===== src/xor_prefix_bucket_route_table_assert.svh =====
// ---------------------------------------------------------------------------
// xor_prefix_bucket_route_table_assert.svh
// Assertion macros shared by the routing table RTL. Expect clk and rst in scope.
// ---------------------------------------------------------------------------
`ifndef XOR_PREFIX_BUCKET_ROUTE_TABLE_ASSERT_SVH
`define XOR_PREFIX_BUCKET_ROUTE_TABLE_ASSERT_SVH

// Same-cycle implication, checked outside reset.
`define XPBR_ASSERT_NOW(lbl, ante, cons, msg) \
  lbl: assert property (@(posedge clk) disable iff (rst) (ante) |-> (cons)) \
    else $error(msg);

// Next-cycle implication, checked outside reset.
`define XPBR_ASSERT_NEXT(lbl, ante, cons, msg) \
  lbl: assert property (@(posedge clk) disable iff (rst) (ante) |=> (cons)) \
    else $error(msg);

`endif


===== src/xpbr_pkg.sv =====
// ---------------------------------------------------------------------------
// xpbr_pkg
// Types, codes and helpers for the prefix-bucket routing table.
// ---------------------------------------------------------------------------
package xpbr_pkg;

  localparam int BUCKETS     = 8;
  localparam int DEPTH       = 8;
  localparam int ID_BITS     = 64;
  localparam int HANDLE_BITS = 16;

  localparam int NSLOTS  = BUCKETS * DEPTH;
  localparam int BKT_W   = $clog2(BUCKETS);
  localparam int SLOT_W  = $clog2(DEPTH);
  localparam int ADDR_W  = BKT_W + SLOT_W;
  localparam int PFX_W   = $clog2(ID_BITS + 1);
  localparam int CHUNKS  = (ID_BITS + 7) / 8;
  localparam int STEP_W  = (CHUNKS > 1) ? $clog2(CHUNKS) : 1;

  localparam logic [63:0] ALL_ONES = 64'hFFFF_FFFF_FFFF_FFFF;

  localparam logic MODE_INSERT = 1'b0;
  localparam logic MODE_LOOKUP = 1'b1;

  localparam logic [1:0] ST_INSERTED = 2'd0;
  localparam logic [1:0] ST_INS_ERR  = 2'd1;
  localparam logic [1:0] ST_ENTRY    = 2'd2;
  localparam logic [1:0] ST_EMPTY    = 2'd3;

  typedef struct packed {
    logic        mode;
    logic [63:0] node_id;
    logic [63:0] arrival_time;
    logic [15:0] node_handle;
  } item_t;

  typedef struct packed {
    logic [1:0]  status;
    logic [63:0] entry_id;
    logic [15:0] entry_handle;
    logic [63:0] entry_time;
    logic [2:0]  bucket_index;
    logic [2:0]  slot_index;
    logic        last;
  } result_t;

  // Classified command passed from front to back
  typedef struct packed {
    logic                   mode;
    logic [ID_BITS-1:0]     id;
    logic [63:0]            tstamp;
    logic [HANDLE_BITS-1:0] handle;
    logic [BKT_W-1:0]       bucket;
    logic                   full;
  } cmd_t;

  // One stored slot
  typedef struct packed {
    logic [ID_BITS-1:0]     id;
    logic [63:0]            tstamp;
    logic [HANDLE_BITS-1:0] handle;
  } entry_t;

  localparam int ENTRY_W = $bits(entry_t);

  typedef struct packed {
    logic full;
    logic empty;
  } q_stat_t;

  // Leading zero count of one byte (8 when zero)
  function automatic logic [3:0] lzc8(input logic [7:0] v);
    logic [3:0] n;
    logic       hit;
    n   = 4'd8;
    hit = 1'b0;
    for (int i = 7; i >= 0; i--) begin
      if (!hit && v[i]) begin
        n   = 4'(7 - i);
        hit = 1'b1;
      end
    end
    return n;
  endfunction

  // Scale shared prefix length to a bucket, clamped to the last one
  function automatic logic [BKT_W-1:0] bucket_of(input logic [PFX_W-1:0] p);
    int b;
    b = (int'(p) * BUCKETS) / ID_BITS;
    if (b >= BUCKETS) begin
      b = BUCKETS - 1;
    end
    return BKT_W'(b);
  endfunction

endpackage


===== src/xpbr_queue.sv =====
// ---------------------------------------------------------------------------
// xpbr_queue
// Two-entry command queue between the front and back sections.
// ---------------------------------------------------------------------------
module xpbr_queue (
  input  logic              clk,
  input  logic              rst,
  input  logic              push,
  input  xpbr_pkg::cmd_t    push_data,
  input  logic              pop,
  output xpbr_pkg::cmd_t    head,
  output xpbr_pkg::q_stat_t q_stat
);
  import xpbr_pkg::*;

  cmd_t       mem [2];
  logic       wr_ptr;
  logic       rd_ptr;
  logic [1:0] count;

  assign head         = mem[rd_ptr];
  assign q_stat.full  = (count == 2'd2);
  assign q_stat.empty = (count == 2'd0);

  always_ff @(posedge clk) begin
    if (push) begin
      mem[wr_ptr] <= push_data;
    end
    if (rst) begin
      wr_ptr <= 1'b0;
      rd_ptr <= 1'b0;
      count  <= 2'd0;
    end else begin
      if (push) begin
        wr_ptr <= ~wr_ptr;
      end
      if (pop) begin
        rd_ptr <= ~rd_ptr;
      end
      count <= count + 2'(push) - 2'(pop);
    end
  end

endmodule


===== config.mk =====
export PLATFORM = sky130hd
export DESIGN_NAME = xpbr_queue
export DESIGN_NICKNAME = d
export VERILOG_FILES = /design/src/xor_prefix_bucket_route_table_assert.svh /design/src/xpbr_pkg.sv /design/src/xpbr_queue.sv
export SDC_FILE = /design/constraint.sdc
export NUM_CORES = 1
export LEC_CHECK = 0
export BUFFER_PORTS_ARGS = -buffer_cell sky130_fd_sc_hd__buf_2
export CORE_MARGIN = 10
export CORE_UTILIZATION = 52
export DETAILED_ROUTE_END_ITERATION = 6
export HOLD_SLACK_MARGIN = 0.15
export PLACE_DENSITY_LB_ADDON = 0.15
export SYNTH_ARGS = -nofsm -noshare
export SYNTH_HDL_FRONTEND = slang
export SYNTH_SLANG_ARGS = --single-unit

===== constraint.sdc =====
create_clock -name clk -period 9.7 [get_ports clk]
set_input_delay 0.485 -clock clk [delete_from_list [all_inputs] [get_ports clk]]
set_output_delay 0.485 -clock clk [all_outputs]
set_load 0.005 [all_outputs]

==> run summary <==
Status: finished clean
Pre-antenna DRT Iters: 4
Total global-route track usage: 17.3%
Via count: 6158
Syn Nets: 640
Worst slew pin tran: 1050 ps
Hold_sp: pop
Core area: 21700 um^2
Reg clk slew, reported paths: 50 ps
FP Rows: 54
Final TNS setup: 0 ps
Setup WS post-layout: 6520 ps
Fill cells: 1312
Die W: 168 um
Avg Inst Size Synth: 23.5 um^2
CTS root buf: clkbuf_16
Clock Latency Late Sink: 540 ps
Minimum clock period: 3180 ps
Placed Area: 13100 um^2
Netlist cell types: 13
Max Freq: 314 MHz
Drt drc: 0
P&R area growth vs syn: 37.1%
Max Slew Vio Count: 0
Synthesized area: 11400 um^2
Detailed-placement wirelength estimate: 16800 um
R2R cell count: 3
Fraction of registers with async set or reset after synthesis: 0%
Most frequent cells after synthesis: edfxtp_1, mux2_4, mux2_2
R2r startpoint: wr_ptr$_SDFFE_PP0P_
Initial Util: 52.5%
Post-Place Cells: 1057
Synth Warn #: 0
Largest net degree at the start of global routing: 72
Port bufs: 303
CTS tree: built
Clk sink count: 303
Most common cell in the netlist: edfxtp_1
H-tree depth: 1
Seq/Total Area, Yosys: 79.4%
DR vias/cell: 4.86
DR iter-0 viols: 301
Top cells by area, synth: edfxtp_1, mux2_4, mux2_2
Slew headroom: 30.0%
Kind of critical path: flip-flop to primary output
Syn Inst Count: 485
Top cell type by total area after synthesis: edfxtp_1
GPL Wtd Cong: 0.763
Clock buffer depth: 3
RSZ-0062 raised after global routing: false
Fraction of layout instances using a drive strength above 1: 51.2%
Cell Count, Final, Fillers Out: 1266
Leak: 6.16 nW
Max-Cap Viols: 0
Drt wl/cell: 20.1 um
Maximum vdd drop: 0.166 mV
Crit path arrival time: 2700 ps
I/O pins: 304
Crit start category: flip-flop
Hold Path Depth: 3
Final ANT Viol Nets: 0
Vias in the first global route: 6921
Worst Skew: 5.80 ps
Critical path capture point type: primary output
Final Cycle Share: 32.8%
Final cell area excluding filler cells: 15600 um^2
Post_cts resized: 0
CTS Buf Count: 30
Setup slack at placement: 6580 ps
Die Y: 168 um
Antenna violations before repair: 4
Die ar.: 28200 um^2
Final setup fails: 0
CP max FO: 62
Cell Pwr Density: 195 nW/um^2
Seq cells post-synth: 303
Reg2reg end: mem[0][55]$_DFFE_PP_
WP data required: 9220 ps
Remaining global-route overflow: 0
Worst hold path type: input pin to flip-flop
Final Hold Viols: 0
DRT Wirelength: 25500 um
Synth top area share: 78.5%
# nets final: 1114
Main synth FF type: edfxtp_1
EDFF count, synth: 298
First-pass GRT wire length: 38800 um
Reg2reg setup slack: 6880 ps
==> critical path, stage by stage, from the launching register on <==
cell and delay [ps]:
dfxtp_4 660, buf_4 830, mux2_2 440, buf_2 130
==> worst max-delay path by stage <==
stage / start / depth (start not counted) / slack [ps] / endpoint
after floorplan: push / 1 / 2090 / mem[0][0]$_DFFE_PP_
after global placement: push / 4 / 6610 / mem[0][40]$_DFFE_PP_
after detailed placement: push / 4 / 6580 / mem[0][40]$_DFFE_PP_
after CTS: flip-flop / 3 / 6470 / head[5]
after global routing: flip-flop / 3 / 6400 / head[5]
final: flip-flop / 3 / 6520 / head[5]
==> cells by family after synthesis <==
kind of cell | after synthesis | share of synthesized area (%)
flip-flops | 303 | 79.4
adder cells (fa/ha/maj) | 2 | 0.220
XOR/XNOR | 3 | 0.351
buffers and inverters | 19 | 1.58
AND/OR/NAND/NOR | 9 | 0.384
multiplexers | 149 | 18.1
==> final cells by class <==
type	count	area, um^2	share of cell area (%)
flip-flops and latches	303	9050	58.0
clock buffers	37	798	5.11
well taps	280	350	2.24
multi-input cells	163	2180	13.9
repair buffers	459	3060	19.6
diodes	4	10.0	0.0641
clock inverters	18	163	1.04
inverters	2	7.51	0.0481
==> state kept, by name, indices dropped and copies added (netlist names), named ones only <==
name and count:
rd_ptr 1, count 2, wr_ptr 1, mem 298
==> per-stage QoR <==
stage	utilization, %	total power [mW]	hold slack [ps]
finish	72.0	3.04	247
global route	72.0	3.16	255
CTS	72.0	3.07	218
detailed placement	60.6	1.91	518
global placement	60.6	1.90	494
floorplan	-	1.78	480
==> per-layer routing <==
metal  vias to the layer above  GRT usage (%)  share of wire, %
li1                       2883              -                 -
met1                      3007           20.0                38
met2                       237           30.0                51
met3                        31           5.91               8.6
met4                         0           4.81               1.9
met5                         -              0                 0
==> cell usage in the layout, fill, tap and decap left out, types with 3 or more instances in the layout <==
master and count:
mux2_4 101, clkinv_2 6, buf_4 6, diode_2 4, clkbuf_1 6, buf_2 303, clkinv_1 7, dlygate4sd3_1 150
nor2_1 5, clkbuf_16 31, mux2_2 48, bufinv_16 3, dfxtp_1 4, edfxtp_1 298
==> where the power goes <==
part	switching, mW	internal, mW
Clock	0.450	0.660
Combinational	0.162	0.213
Sequential	0.0260	1.53
Total	0.638	2.40
==> repair_timing <==
| item | CTS | global route |
|---|---|---|
| hold buffers | 150 | 0 |
| endpoints found under the hold margin | 299 | 0 |
| buffers inserted | 0 | 0 |
Power figures use the tool's default switching activity.
