$ cat src/xor_prefix_bucket_route_table_assert.svh
// ---------------------------------------------------------------------------
// xor_prefix_bucket_route_table_assert.svh
// Assertion macros shared by the routing table RTL. Expect clk and rst in scope.
// ---------------------------------------------------------------------------
`ifndef XOR_PREFIX_BUCKET_ROUTE_TABLE_ASSERT_SVH
`define XOR_PREFIX_BUCKET_ROUTE_TABLE_ASSERT_SVH

// Same-cycle implication, checked outside reset.
`define XPBR_ASSERT_NOW(lbl, ante, cons, msg) \
  lbl: assert property (@(posedge clk) disable iff (rst) (ante) |-> (cons)) \
    else $error(msg);

// Next-cycle implication, checked outside reset.
`define XPBR_ASSERT_NEXT(lbl, ante, cons, msg) \
  lbl: assert property (@(posedge clk) disable iff (rst) (ante) |=> (cons)) \
    else $error(msg);

`endif

$ cat src/xpbr_pkg.sv
// ---------------------------------------------------------------------------
// xpbr_pkg
// Types, codes and helpers for the prefix-bucket routing table.
// ---------------------------------------------------------------------------
package xpbr_pkg;

  localparam int BUCKETS     = 8;
  localparam int DEPTH       = 8;
  localparam int ID_BITS     = 64;
  localparam int HANDLE_BITS = 16;

  localparam int NSLOTS  = BUCKETS * DEPTH;
  localparam int BKT_W   = $clog2(BUCKETS);
  localparam int SLOT_W  = $clog2(DEPTH);
  localparam int ADDR_W  = BKT_W + SLOT_W;
  localparam int PFX_W   = $clog2(ID_BITS + 1);
  localparam int CHUNKS  = (ID_BITS + 7) / 8;
  localparam int STEP_W  = (CHUNKS > 1) ? $clog2(CHUNKS) : 1;

  localparam logic [63:0] ALL_ONES = 64'hFFFF_FFFF_FFFF_FFFF;

  localparam logic MODE_INSERT = 1'b0;
  localparam logic MODE_LOOKUP = 1'b1;

  localparam logic [1:0] ST_INSERTED = 2'd0;
  localparam logic [1:0] ST_INS_ERR  = 2'd1;
  localparam logic [1:0] ST_ENTRY    = 2'd2;
  localparam logic [1:0] ST_EMPTY    = 2'd3;

  typedef struct packed {
    logic        mode;
    logic [63:0] node_id;
    logic [63:0] arrival_time;
    logic [15:0] node_handle;
  } item_t;

  typedef struct packed {
    logic [1:0]  status;
    logic [63:0] entry_id;
    logic [15:0] entry_handle;
    logic [63:0] entry_time;
    logic [2:0]  bucket_index;
    logic [2:0]  slot_index;
    logic        last;
  } result_t;

  // Classified command passed from front to back
  typedef struct packed {
    logic                   mode;
    logic [ID_BITS-1:0]     id;
    logic [63:0]            tstamp;
    logic [HANDLE_BITS-1:0] handle;
    logic [BKT_W-1:0]       bucket;
    logic                   full;
  } cmd_t;

  // One stored slot
  typedef struct packed {
    logic [ID_BITS-1:0]     id;
    logic [63:0]            tstamp;
    logic [HANDLE_BITS-1:0] handle;
  } entry_t;

  localparam int ENTRY_W = $bits(entry_t);

  typedef struct packed {
    logic full;
    logic empty;
  } q_stat_t;

  // Leading zero count of one byte (8 when zero)
  function automatic logic [3:0] lzc8(input logic [7:0] v);
    logic [3:0] n;
    logic       hit;
    n   = 4'd8;
    hit = 1'b0;
    for (int i = 7; i >= 0; i--) begin
      if (!hit && v[i]) begin
        n   = 4'(7 - i);
        hit = 1'b1;
      end
    end
    return n;
  endfunction

  // Scale shared prefix length to a bucket, clamped to the last one
  function automatic logic [BKT_W-1:0] bucket_of(input logic [PFX_W-1:0] p);
    int b;
    b = (int'(p) * BUCKETS) / ID_BITS;
    if (b >= BUCKETS) begin
      b = BUCKETS - 1;
    end
    return BKT_W'(b);
  endfunction

endpackage

$ cat src/xpbr_front.sv
// ---------------------------------------------------------------------------
// xpbr_front
// Accept a word, count the shared id prefix a byte per cycle, pick a bucket.
// ---------------------------------------------------------------------------
module xpbr_front (
  input  logic            clk,
  input  logic            rst,
  input  logic            start,
  input  xpbr_pkg::item_t item,
  input  logic [63:0]     local_id,
  input  xpbr_pkg::q_stat_t q_stat,
  output logic            busy,
  output logic            push,
  output xpbr_pkg::cmd_t  push_data
);
  import xpbr_pkg::*;

  typedef enum logic [1:0] {F_IDLE, F_COUNT, F_PUSH} f_state_t;

  f_state_t           state;
  logic [ID_BITS-1:0] diff;
  logic [PFX_W-1:0]   prefix;
  logic [STEP_W-1:0]  step;
  cmd_t               cmd;
  logic [7:0]         top8;

  assign top8      = diff[ID_BITS-1 -: 8];
  assign busy      = (state != F_IDLE);
  assign push      = (state == F_PUSH) && !q_stat.full;
  assign push_data = cmd;

  always_ff @(posedge clk) begin
    if (rst) begin
      state <= F_IDLE;
    end else begin
      case (state)
        F_IDLE: begin
          if (start) begin
            diff       <= ID_BITS'(item.node_id ^ local_id);
            prefix     <= '0;
            step       <= '0;
            cmd.mode   <= item.mode;
            cmd.id     <= ID_BITS'(item.node_id);
            cmd.tstamp <= item.arrival_time;
            cmd.handle <= HANDLE_BITS'(item.node_handle);
            state      <= F_COUNT;
          end
        end
        F_COUNT: begin
          if (top8 != 8'd0) begin
            cmd.bucket <= bucket_of(prefix + PFX_W'(lzc8(top8)));
            cmd.full   <= 1'b0;
            state      <= F_PUSH;
          end else if (step == STEP_W'(CHUNKS - 1)) begin
            cmd.bucket <= bucket_of(PFX_W'(ID_BITS));
            cmd.full   <= 1'b1;
            state      <= F_PUSH;
          end else begin
            step   <= step + STEP_W'(1);
            prefix <= prefix + PFX_W'(8);
            diff   <= diff << 8;
          end
        end
        F_PUSH: begin
          if (push) begin
            state <= F_IDLE;
          end
        end
        default: state <= F_IDLE;
      endcase
    end
  end

endmodule

$ cat config.mk
export PLATFORM = sky130hd
export DESIGN_NAME = xpbr_front
export DESIGN_NICKNAME = d
export VERILOG_FILES = /design/src/xor_prefix_bucket_route_table_assert.svh /design/src/xpbr_pkg.sv /design/src/xpbr_front.sv
export SDC_FILE = /design/constraint.sdc
export NUM_CORES = 1
export LEC_CHECK = 0
export BUFFER_PORTS_ARGS = -buffer_cell sky130_fd_sc_hd__buf_2
export CAP_MARGIN = 0
export CORE_ASPECT_RATIO = 1.1
export CORE_UTILIZATION = 41
export DETAILED_ROUTE_END_ITERATION = 8
export PLACE_DENSITY = 0.83
export SYNTH_ARGS = -nofsm -noshare
export SYNTH_HDL_FRONTEND = slang
export SYNTH_SLANG_ARGS = --single-unit
export TNS_END_PERCENT = 1
$ cat constraint.sdc
create_clock -name clk -period 21.9 [get_ports clk]
set_input_delay 4.38 -clock clk [delete_from_list [all_inputs] [get_ports clk]]
set_output_delay 4.38 -clock clk [all_outputs]
set_load 0.02 [all_outputs]
==> results.toml, run 1 <==
[floorplanning]
floorplan.initialDensity = 0.4200
die_h_um = 149.2
io_pins = 365
die_width_um = 135.8
core_sq_mm = 0.01923
dieArea_sq_mm = 0.02026
num_rows = 53

[timing]
worst_slew_pin_slew_ns = 1.042
rsz0062_at_grt = "no"
slew_violations = 0
finalSetupViolCount = 0
max_slew_margin = 0.3054
fin_ws_ns = 12.58
post-route-period-util = 0.4257
final.setup_skew_ns = 0.01504
hold_viol = 0
fin_crit_ns = 9.323
fin_tns_setup_ns = 0
max_freq_ghz = 0.1073
fin_hold_ws_ns = 0.5151

[final_layout]
fin_nets = 1053
fill_cells = 1527
drive_gt1_frac = 0.4747
area_delta_synth_final_pct = 34.35
stdcell_count = 1096
finalInstanceArea_sq_mm = 0.01085
diodes = 0
utilization = 0.5642

[critical_path]
crit_required_ns = 17.52
start_kind = "input port"
cp.arrival_ns = 4.94
cp_max_fo = 2
ff2ff_setup_slack_ns = 18.93
reg2reg_depth = 4
path_class = "input port to output pin"
cp-end-kind = "output pin"

[clock_network]
tritoncts = "done"
clock_latency_ns = 0.50
post_cts_resized = 0
cts.reportedPaths.clkPinSlew_ns = 0.06
cts_buffers = 22
hold_buffers = 0
cts_root_buf = "clkbuf_16"
htreeDepth = 1
clockBufferDepth = 3
post-cts-setup-buffer-count = 0
clock_sinks = 222

[logic_synthesis]
mappedNetlistArea_sq_mm = 0.008076
synth.net_count = 677
synth_area_leader_cell = "edfxtp_1"
ys_ff_latch = 222
synth_cell_types = 26
ys_seq_area_frac = 0.8229
synth_area_leaders = "edfxtp_1 (82%), xnor2_1 (7.2%), o21ai_0 (3.2%)"
synth.avg_cell_area_sq_um = 17.63
synth_top_area_share = 0.8180
yosys_warnings = 0
syn_inst = 458

[drt]
antenna_left = 0
wl_met2_um = 9423
met3_length_um = 1349
route.detailed.drc = 0
wirelength_um = 17930
num_vias = 5038
drt-met1-wl_um = 6873
top_layer_used = "met4"
drt_iter0_markers = 293
drt-wirelength-per-cell_um = 16.36
first_pass_iters = 5
vias_per_cell = 4.597

[power_and_ir_drop]
swShare = 0.2197
p_per_area_mw_per_mm2 = 86.56
finalPower_mw = 0.9392
pwr-share-comb = 0.093
p_leak_nw = 4.245
irDropWorstVdd_uv = 75.92
p_int_mw = 0.7329
p_sw_mw = 0.2063
sequentialPowerShare = 0.534
power.share.clock = 0.373

[place]
placed_cell_area_sq_mm = 0.01018
place_inst = 1057
io_buffers = 363
dp_hpwl_um = 12880
dp_slack_ns = 12.57
gp_congestion = 0.7510

[hold_path]
worstHoldPathCells = 2
min_path_type = "flop to flop"

[global_route]
grt_pass1_vias = 5095
antenna_found_initial = 0
grt_pass1_wl_um = 26120
overflow = 0
grt_max_degree = 95
track_usage = 0.1708

[run_status]
outcome = "complete, no violations"

[job]
drv_cap = 0
-- final cells by class --
| class | count | area, sq um | area share |
|---|---|---|---|
| Clock buffer | 27 | 590.6 | 0.05443 |
| Clock inverter | 12 | 77.57 | 0.007149 |
| Multi-Input combinational cell | 222 | 1388 | 0.1279 |
| Sequential cell | 222 | 6646 | 0.6125 |
| Tap cell | 247 | 309.0 | 0.02848 |
| Timing Repair Buffer | 366 | 1839 | 0.1695 |
-- cell usage after synthesis --
master / instances
or2_2: 1
edfxtp_1: 220
o21ai_0: 52
or3_1: 3
o31ai_1: 1
nand2_1: 56
o21ai_1: 4
a21oi_1: 1
nand2b_1: 1
nor3b_1: 2
nor2b_1: 1
xnor2_1: 66
dfxtp_1: 2
nor3_1: 1
a21o_1: 2
xor2_1: 2
nor3_4: 1
buf_2: 8
ha_1: 5
nand3b_1: 1
clkbuf_1: 6
nand3_1: 2
nor2_1: 14
or4_4: 2
and2_1: 3
nor2_2: 1
-- path summary, 6_finish.rpt --
path / start / endpoint
worst max-delay path: q_stat[1] / push
worst min-delay path: diff[20] / diff[28]
worst max register to register: state[1] / push_data[39]
worst min register to register: diff[20] / diff[28]
-- layout by cell type (no fill, tap or decap) --
cell type  Yosys  layout
clkinv_2       0       5
nand2b_1       1       1
clkbuf_16      0      23
o21ai_1        4       4
clkbuf_1       6       4
nor3b_2        0       1
and2_1         3       3
buf_4          0       3
nand3_1        2       2
edfxtp_1     220     220
nor3_1         1       1
o21ai_0       52      52
or2_2          1       1
nor2_2         1       1
nor2b_4        0       1
ha_1           5       5
nand2_1       56      56
dfxtp_1        2       2
nor3b_1        2       1
nand3b_1       1       1
or4_4          2       2
or3_1          3       3
xnor2_1       66      66
nor3_4         1       1
buf_2          8     363
a21o_1         2       1
clkinv_1       0       6
bufinv_16      0       1
a21o_4         0       1
o31ai_1        1       1
xor2_1         2       2
nor2_1        14      14
a21oi_1        1       1
-- critical path, stage by stage --
cell and delay (ns):
buf_2 0.11, nor3b_1 0.24, buf_2 0.21
-- power groups by stage --
stage | Combinational [mW] | Sequential, mW | Clock, mW
after floorplan | 0.0301 | 0.530 | 0
after global placement | 0.0859 | 0.509 | 0
after detailed placement | 0.0887 | 0.510 | 0
after CTS | 0.0890 | 0.501 | 0.359
after global routing | 0.0961 | 0.503 | 0.375
final | 0.0875 | 0.501 | 0.351
-- cell families after synthesis --
| kind of cell | share of synthesized area |
|---|---|
| fa+ha+maj | 0.007746 |
| flops | 0.8229 |
| compound gates | 0.03811 |
| xor+xnor | 0.07374 |
| simple gates | 0.04973 |
| buf+inv | 0.007746 |
-- registers in the layout, summed over array words and instances, names as in the netlist --
| signal | count |
|---|---|
| diff | 64 |
| step | 3 |
| push_data | 149 |
| prefix | 4 |
| state | 2 |
-- layer usage --
layer / vias up / GRT usage
met1: 2372 / 0.2014
met2: 208 / 0.2990
met3: 18 / 0.04791
met4: 0 / 0.05449
met5: - / 0
li1: 2440 / -
Power figures use the tool's default switching activity.
==> run 2: changes to the inputs <==
==> constraint.sdc (replaced) <==
create_clock -name clk -period 9.45 [get_ports clk]
set_input_delay 1.89 -clock clk [delete_from_list [all_inputs] [get_ports clk]]
set_output_delay 1.89 -clock clk [all_outputs]
set_load 0.02 [all_outputs]
==> run 2 against run 1 <==
  * Register-to-register slack got worse by 12 ns
  * Clock-buffer cell count fell by 2
  * Sequential power rose by 130%
  * Total power rose by 140%
==> results.toml, run 2 (synthesized netlist as in run 1, its figures left out) <==
[critical_path]
max_stage_delay_ns = 0.19
crit_buf_inv = 2
path_class = "input port to output pin"
cp_top_family = "buffers and inverters"
cp-end-kind = "output pin"
critPathSlowestCell = "buf_2"
start_kind = "input port"
path_cells = "buf_2 > nor3b_1 > buf_2"
cpMostUsedCell = "buf_2"
cp_max_fo = 2
cp.arrival_ns = 2.36
crit_required_ns = 7.56

[final_layout]
drive_gt1_frac = 0.4758
area_delta_synth_final_pct = 34.95
fin_nets = 1053
diodes = 0
stdcell_count = 1094
final_cell_mix = "buf_2 (363), edfxtp_1 (220), xnor2_1 (66)"
layout_commonest_cell = "buf_2"
largest_reg_flops = 149

[timing]
rsz0062_at_grt = "no"
fin_crit_ns = 4.246
max_slew_margin = 0.2896
post-route-period-util = 0.4493
slew_violations = 0
fin_ws_ns = 5.204
final.setup_skew_ns = 0.006125
hold_viol = 0
fin_tns_setup_ns = 0
finalSetupViolCount = 0
worst_slew_pin_slew_ns = 1.066
max_freq_ghz = 0.2355

[clock_network]
clock_latency_ns = 0.49
cts_buffers = 22
post_cts_resized = 0
hold_buffers = 0
cts.reportedPaths.clkPinSlew_ns = 0.06
post-cts-setup-buffer-count = 0
cts_root_buf = "clkbuf_16"
clockBufferDepth = 3
clock_sinks = 222
htreeDepth = 1
tritoncts = "done"

[drt]
first_pass_iters = 5
drt-wirelength-per-cell_um = 16.35
wirelength_um = 17890
drt_iter0_markers = 174
vias_per_cell = 4.658
antenna_left = 0
route.detailed.drc = 0
num_vias = 5096

[power_and_ir_drop]
swShare = 0.2137
power.share.clock = 0.387
finalPower_mw = 2.225
pwr-share-comb = 0.092
irDropWorstVdd_uv = 149.2
p_per_area_mw_per_mm2 = 204.2
p_sw_mw = 0.4755
sequentialPowerShare = 0.522
p_int_mw = 1.750
p_leak_nw = 4.265

[floorplanning]
io_pins = 365
floorplan.initialDensity = 0.4200
dieArea_sq_mm = 0.02026
core_sq_mm = 0.01923
die_width_um = 135.8
num_rows = 53
die_h_um = 149.2

[global_route]
antenna_found_initial = 0
grt_pass1_vias = 5159
overflow = 0
grt_max_degree = 125
track_usage = 0.1682
grt_pass1_wl_um = 26030

[place]
dp_slack_ns = 5.137
place_inst = 1057
io_buffers = 363
dp_hpwl_um = 12850
gp_congestion = 0.7394

[hold_path]
min_path_type = "flop to flop"

[job]
drv_cap = 0

[run_status]
outcome = "complete, no violations"
-- run 2: changes by cell type in the layout (fill, tap and decap cells not counted), sizes merged --
| cell | change |
|---|---|
| bufinv | +2 |
| clkbuf | -2 |
| clkinv | -2 |
-- run 2: final timing paths --
| kind | from | endpoint | slack, ns | depth (start not counted) |
|---|---|---|---|---|
| max | q_stat[1] | push | 5.20 | 3 |
| min | diff[50] | diff[58] | 0.52 | 2 |
| max reg2reg | state[1] | push_data[60] | 6.50 | 4 |
| min reg2reg | diff[50] | diff[58] | 0.52 | 2 |
-- run 2: cell type report --
cell class	count	area (sq um)
clock buffer	25	583.1
tap	247	309.0
timing repair buffer	366	1839
sequential	222	6646
fill	1536	8332
multi-input combinational	222	1394
clock inverter	12	127.6
-- run 2: tightest hold or removal path, cell delays in order (launching register included) --
cell and delay (ns):
edfxtp_1 0.32, nand2_1 0.04, o21ai_0 0.05
-- run 2: routing by layer --
layer  global-route usage  up-vias  routed length (um)  share of wire
met5                    0        -                   0              0
met3              0.04145       34                1361          0.076
li1                     -     2438                   -              -
met4              0.06124        0                 405          0.023
met1               0.1941     2395                6743           0.38
met2               0.3000      229                9379           0.52
-- run 2: power groups by stage --
stage	registers, mW	logic [mW]	clock network (mW)
after floorplan	1.22	0.0703	0
after global placement	1.18	0.200	0
after detailed placement	1.18	0.206	0
after CTS	1.16	0.207	0.883
after global routing	1.17	0.223	0.913
final	1.16	0.204	0.861
-- run 2: stage by stage --
step,utilization,hold slack [ns],area [sq um]
floorplan,-,0.4775,8088
global placement,0.5298,0.5014,10190
detailed placement,0.5298,0.5107,10190
CTS,0.5668,0.5272,10900
global route,0.5668,0.5534,10900
finish,0.5668,0.5225,10900
==> run 3: changes to the inputs <==
--- a/config.mk
+++ b/config.mk
@@ -10,7 +10,7 @@
 export CORE_ASPECT_RATIO = 1.1
 export CORE_UTILIZATION = 41
 export DETAILED_ROUTE_END_ITERATION = 8
-export PLACE_DENSITY = 0.83
+export PLACE_DENSITY = 0.86
 export SYNTH_ARGS = -nofsm -noshare
 export SYNTH_HDL_FRONTEND = slang
 export SYNTH_SLANG_ARGS = --single-unit
==> constraint.sdc (replaced) <==
create_clock -name clk -period 3.72 [get_ports clk]
set_input_delay 0.744 -clock clk [delete_from_list [all_inputs] [get_ports clk]]
set_output_delay 0.744 -clock clk [all_outputs]
set_load 0.02 [all_outputs]
==> run 3 against run 2 <==
  * Clock-buffer cell count rose by 5
  * Utilization fell by 0.16 points
  * Design area fell by 0.29%
  * Hold slack got worse by 0.097 ns
  * Largest cell class unchanged
  * First-iteration DRC count rose by 11%
  * Critical endpoint is now diff[22]
  * Sequential power rose to 2.5 times the previous value
  * Register-to-register slack got worse by 5.1 ns
  * Via count fell by 1.4%
  * Clock power rose by 140%
  * Non-clock buffer count fell by 1
==> results.toml, run 3 (synthesized netlist as in run 1, its figures left out) <==
[drt]
drt-met1-wl_um = 6798
vias_per_cell = 4.595
antenna_left = 0
top_layer_used = "met4"
num_vias = 5027
drt_iter0_markers = 193
drt-wirelength-per-cell_um = 16.44
met3_length_um = 1285
route.detailed.drc = 0
first_pass_iters = 4
wirelength_um = 17980
wl_met2_um = 9436

[timing]
hold_viol = 0
finalSetupViolCount = 0
post-route-period-util = 0.6369
worst_slew_pin_slew_ns = 0.9064
max_slew_margin = 0.3958
rsz0062_at_grt = "no"
fin_crit_ns = 2.369
max_freq_ghz = 0.4221
slew_violations = 0
final.setup_skew_ns = 0.01245

[floorplanning]
dieArea_sq_mm = 0.02026
num_rows = 53
die_width_um = 135.8
die_h_um = 149.2
floorplan.initialDensity = 0.4200
core_sq_mm = 0.01923
io_pins = 365

[clock_network]
cts_buffers = 23
hold_buffers = 0
post-cts-setup-buffer-count = 0
clock_latency_ns = 0.50
clock_sinks = 222
post_cts_resized = 0
htreeDepth = 1
cts.reportedPaths.clkPinSlew_ns = 0.06
clockBufferDepth = 3
cts_root_buf = "clkbuf_16"
tritoncts = "done"

[run_status]
outcome = "complete, no violations"

[critical_path]
path_class = "flop to flop"
cp-end-kind = "flop"
cp_max_fo = 71
start_kind = "flop"
crit_required_ns = 3.83
cp.arrival_ns = 2.48
ff2ff_setup_slack_ns = 1.35

[global_route]
grt_pass1_wl_um = 26390
antenna_found_initial = 0
overflow = 0
track_usage = 0.1704
grt_pass1_vias = 5190
grt_max_degree = 147

[place]
dp_hpwl_um = 12950
io_buffers = 363
place_inst = 1056
placed_cell_area_sq_mm = 0.01021
gp_congestion = 0.7286

[power_and_ir_drop]
p_leak_nw = 4.241
finalPower_mw = 5.534
irDropWorstVdd_uv = 306.2
p_per_area_mw_per_mm2 = 509.2

[final_layout]
diodes = 0
finalInstanceArea_sq_mm = 0.01087
stdcell_count = 1094
fin_nets = 1053
drive_gt1_frac = 0.4723
area_delta_synth_final_pct = 34.56
layout_commonest_cell = "buf_2"
largest_reg_flops = 149
final_cell_mix = "buf_2 (363), edfxtp_1 (220), xnor2_1 (66)"

[hold_path]
min_path_type = "input port to flop"

[job]
drv_cap = 0
## run 3: cell count changes in the layout (fill, tap and decap cells not counted), sizes merged
cell,delta
clkbuf,+5
bufinv,-2
clkinv,-2
buf,-1
## run 3: area by class of cell
cell class	count	area (sq um)
clock buffer	30	601.8
clock inverter	8	60.06
fill	1562	8363
multi-input combinational	222	1394
sequential	222	6646
tap	247	309.0
timing repair buffer	365	1857
## run 3: layer usage
metal  GRT usage  up-vias
li1            -     2434
met1      0.1921     2339
met2      0.3087      214
met3     0.04349       40
met4     0.06011        0
met5           0        -
## run 3: final timing paths
kind / from / end / depth (start not counted)
max: diff[61] / diff[22] / 3
min: item[74] / push_data[78] / 1
max reg2reg: diff[61] / diff[22] / 3
min reg2reg: diff[25] / diff[33] / 2
## run 3: critical path, cell delays in order, from the launching register on
cell      delay, ns
edfxtp_1       0.38
or4_4          0.59
nor3_4         0.23
a21o_4         0.74
## run 3: where the power goes
part | internal [mW] | switching (mW)
clock network | 1.20 | 0.867
logic | 0.209 | 0.310
registers | 2.92 | 0.0326
total | 4.32 | 1.21
## run 3: per-stage QoR
step	worst slack, ns	TNS, ns	utilization	hold WS [ns]
final	1.351	0	0.5651	0.4255
after global routing	1.212	0	0.5651	0.4024
after detailed placement	1.328	0	0.5307	0.5068
after global placement	1.373	0	0.5307	0.5024
after CTS	1.325	0	0.5651	0.3965
after floorplan	-2.165	-327.25	-	0.4775
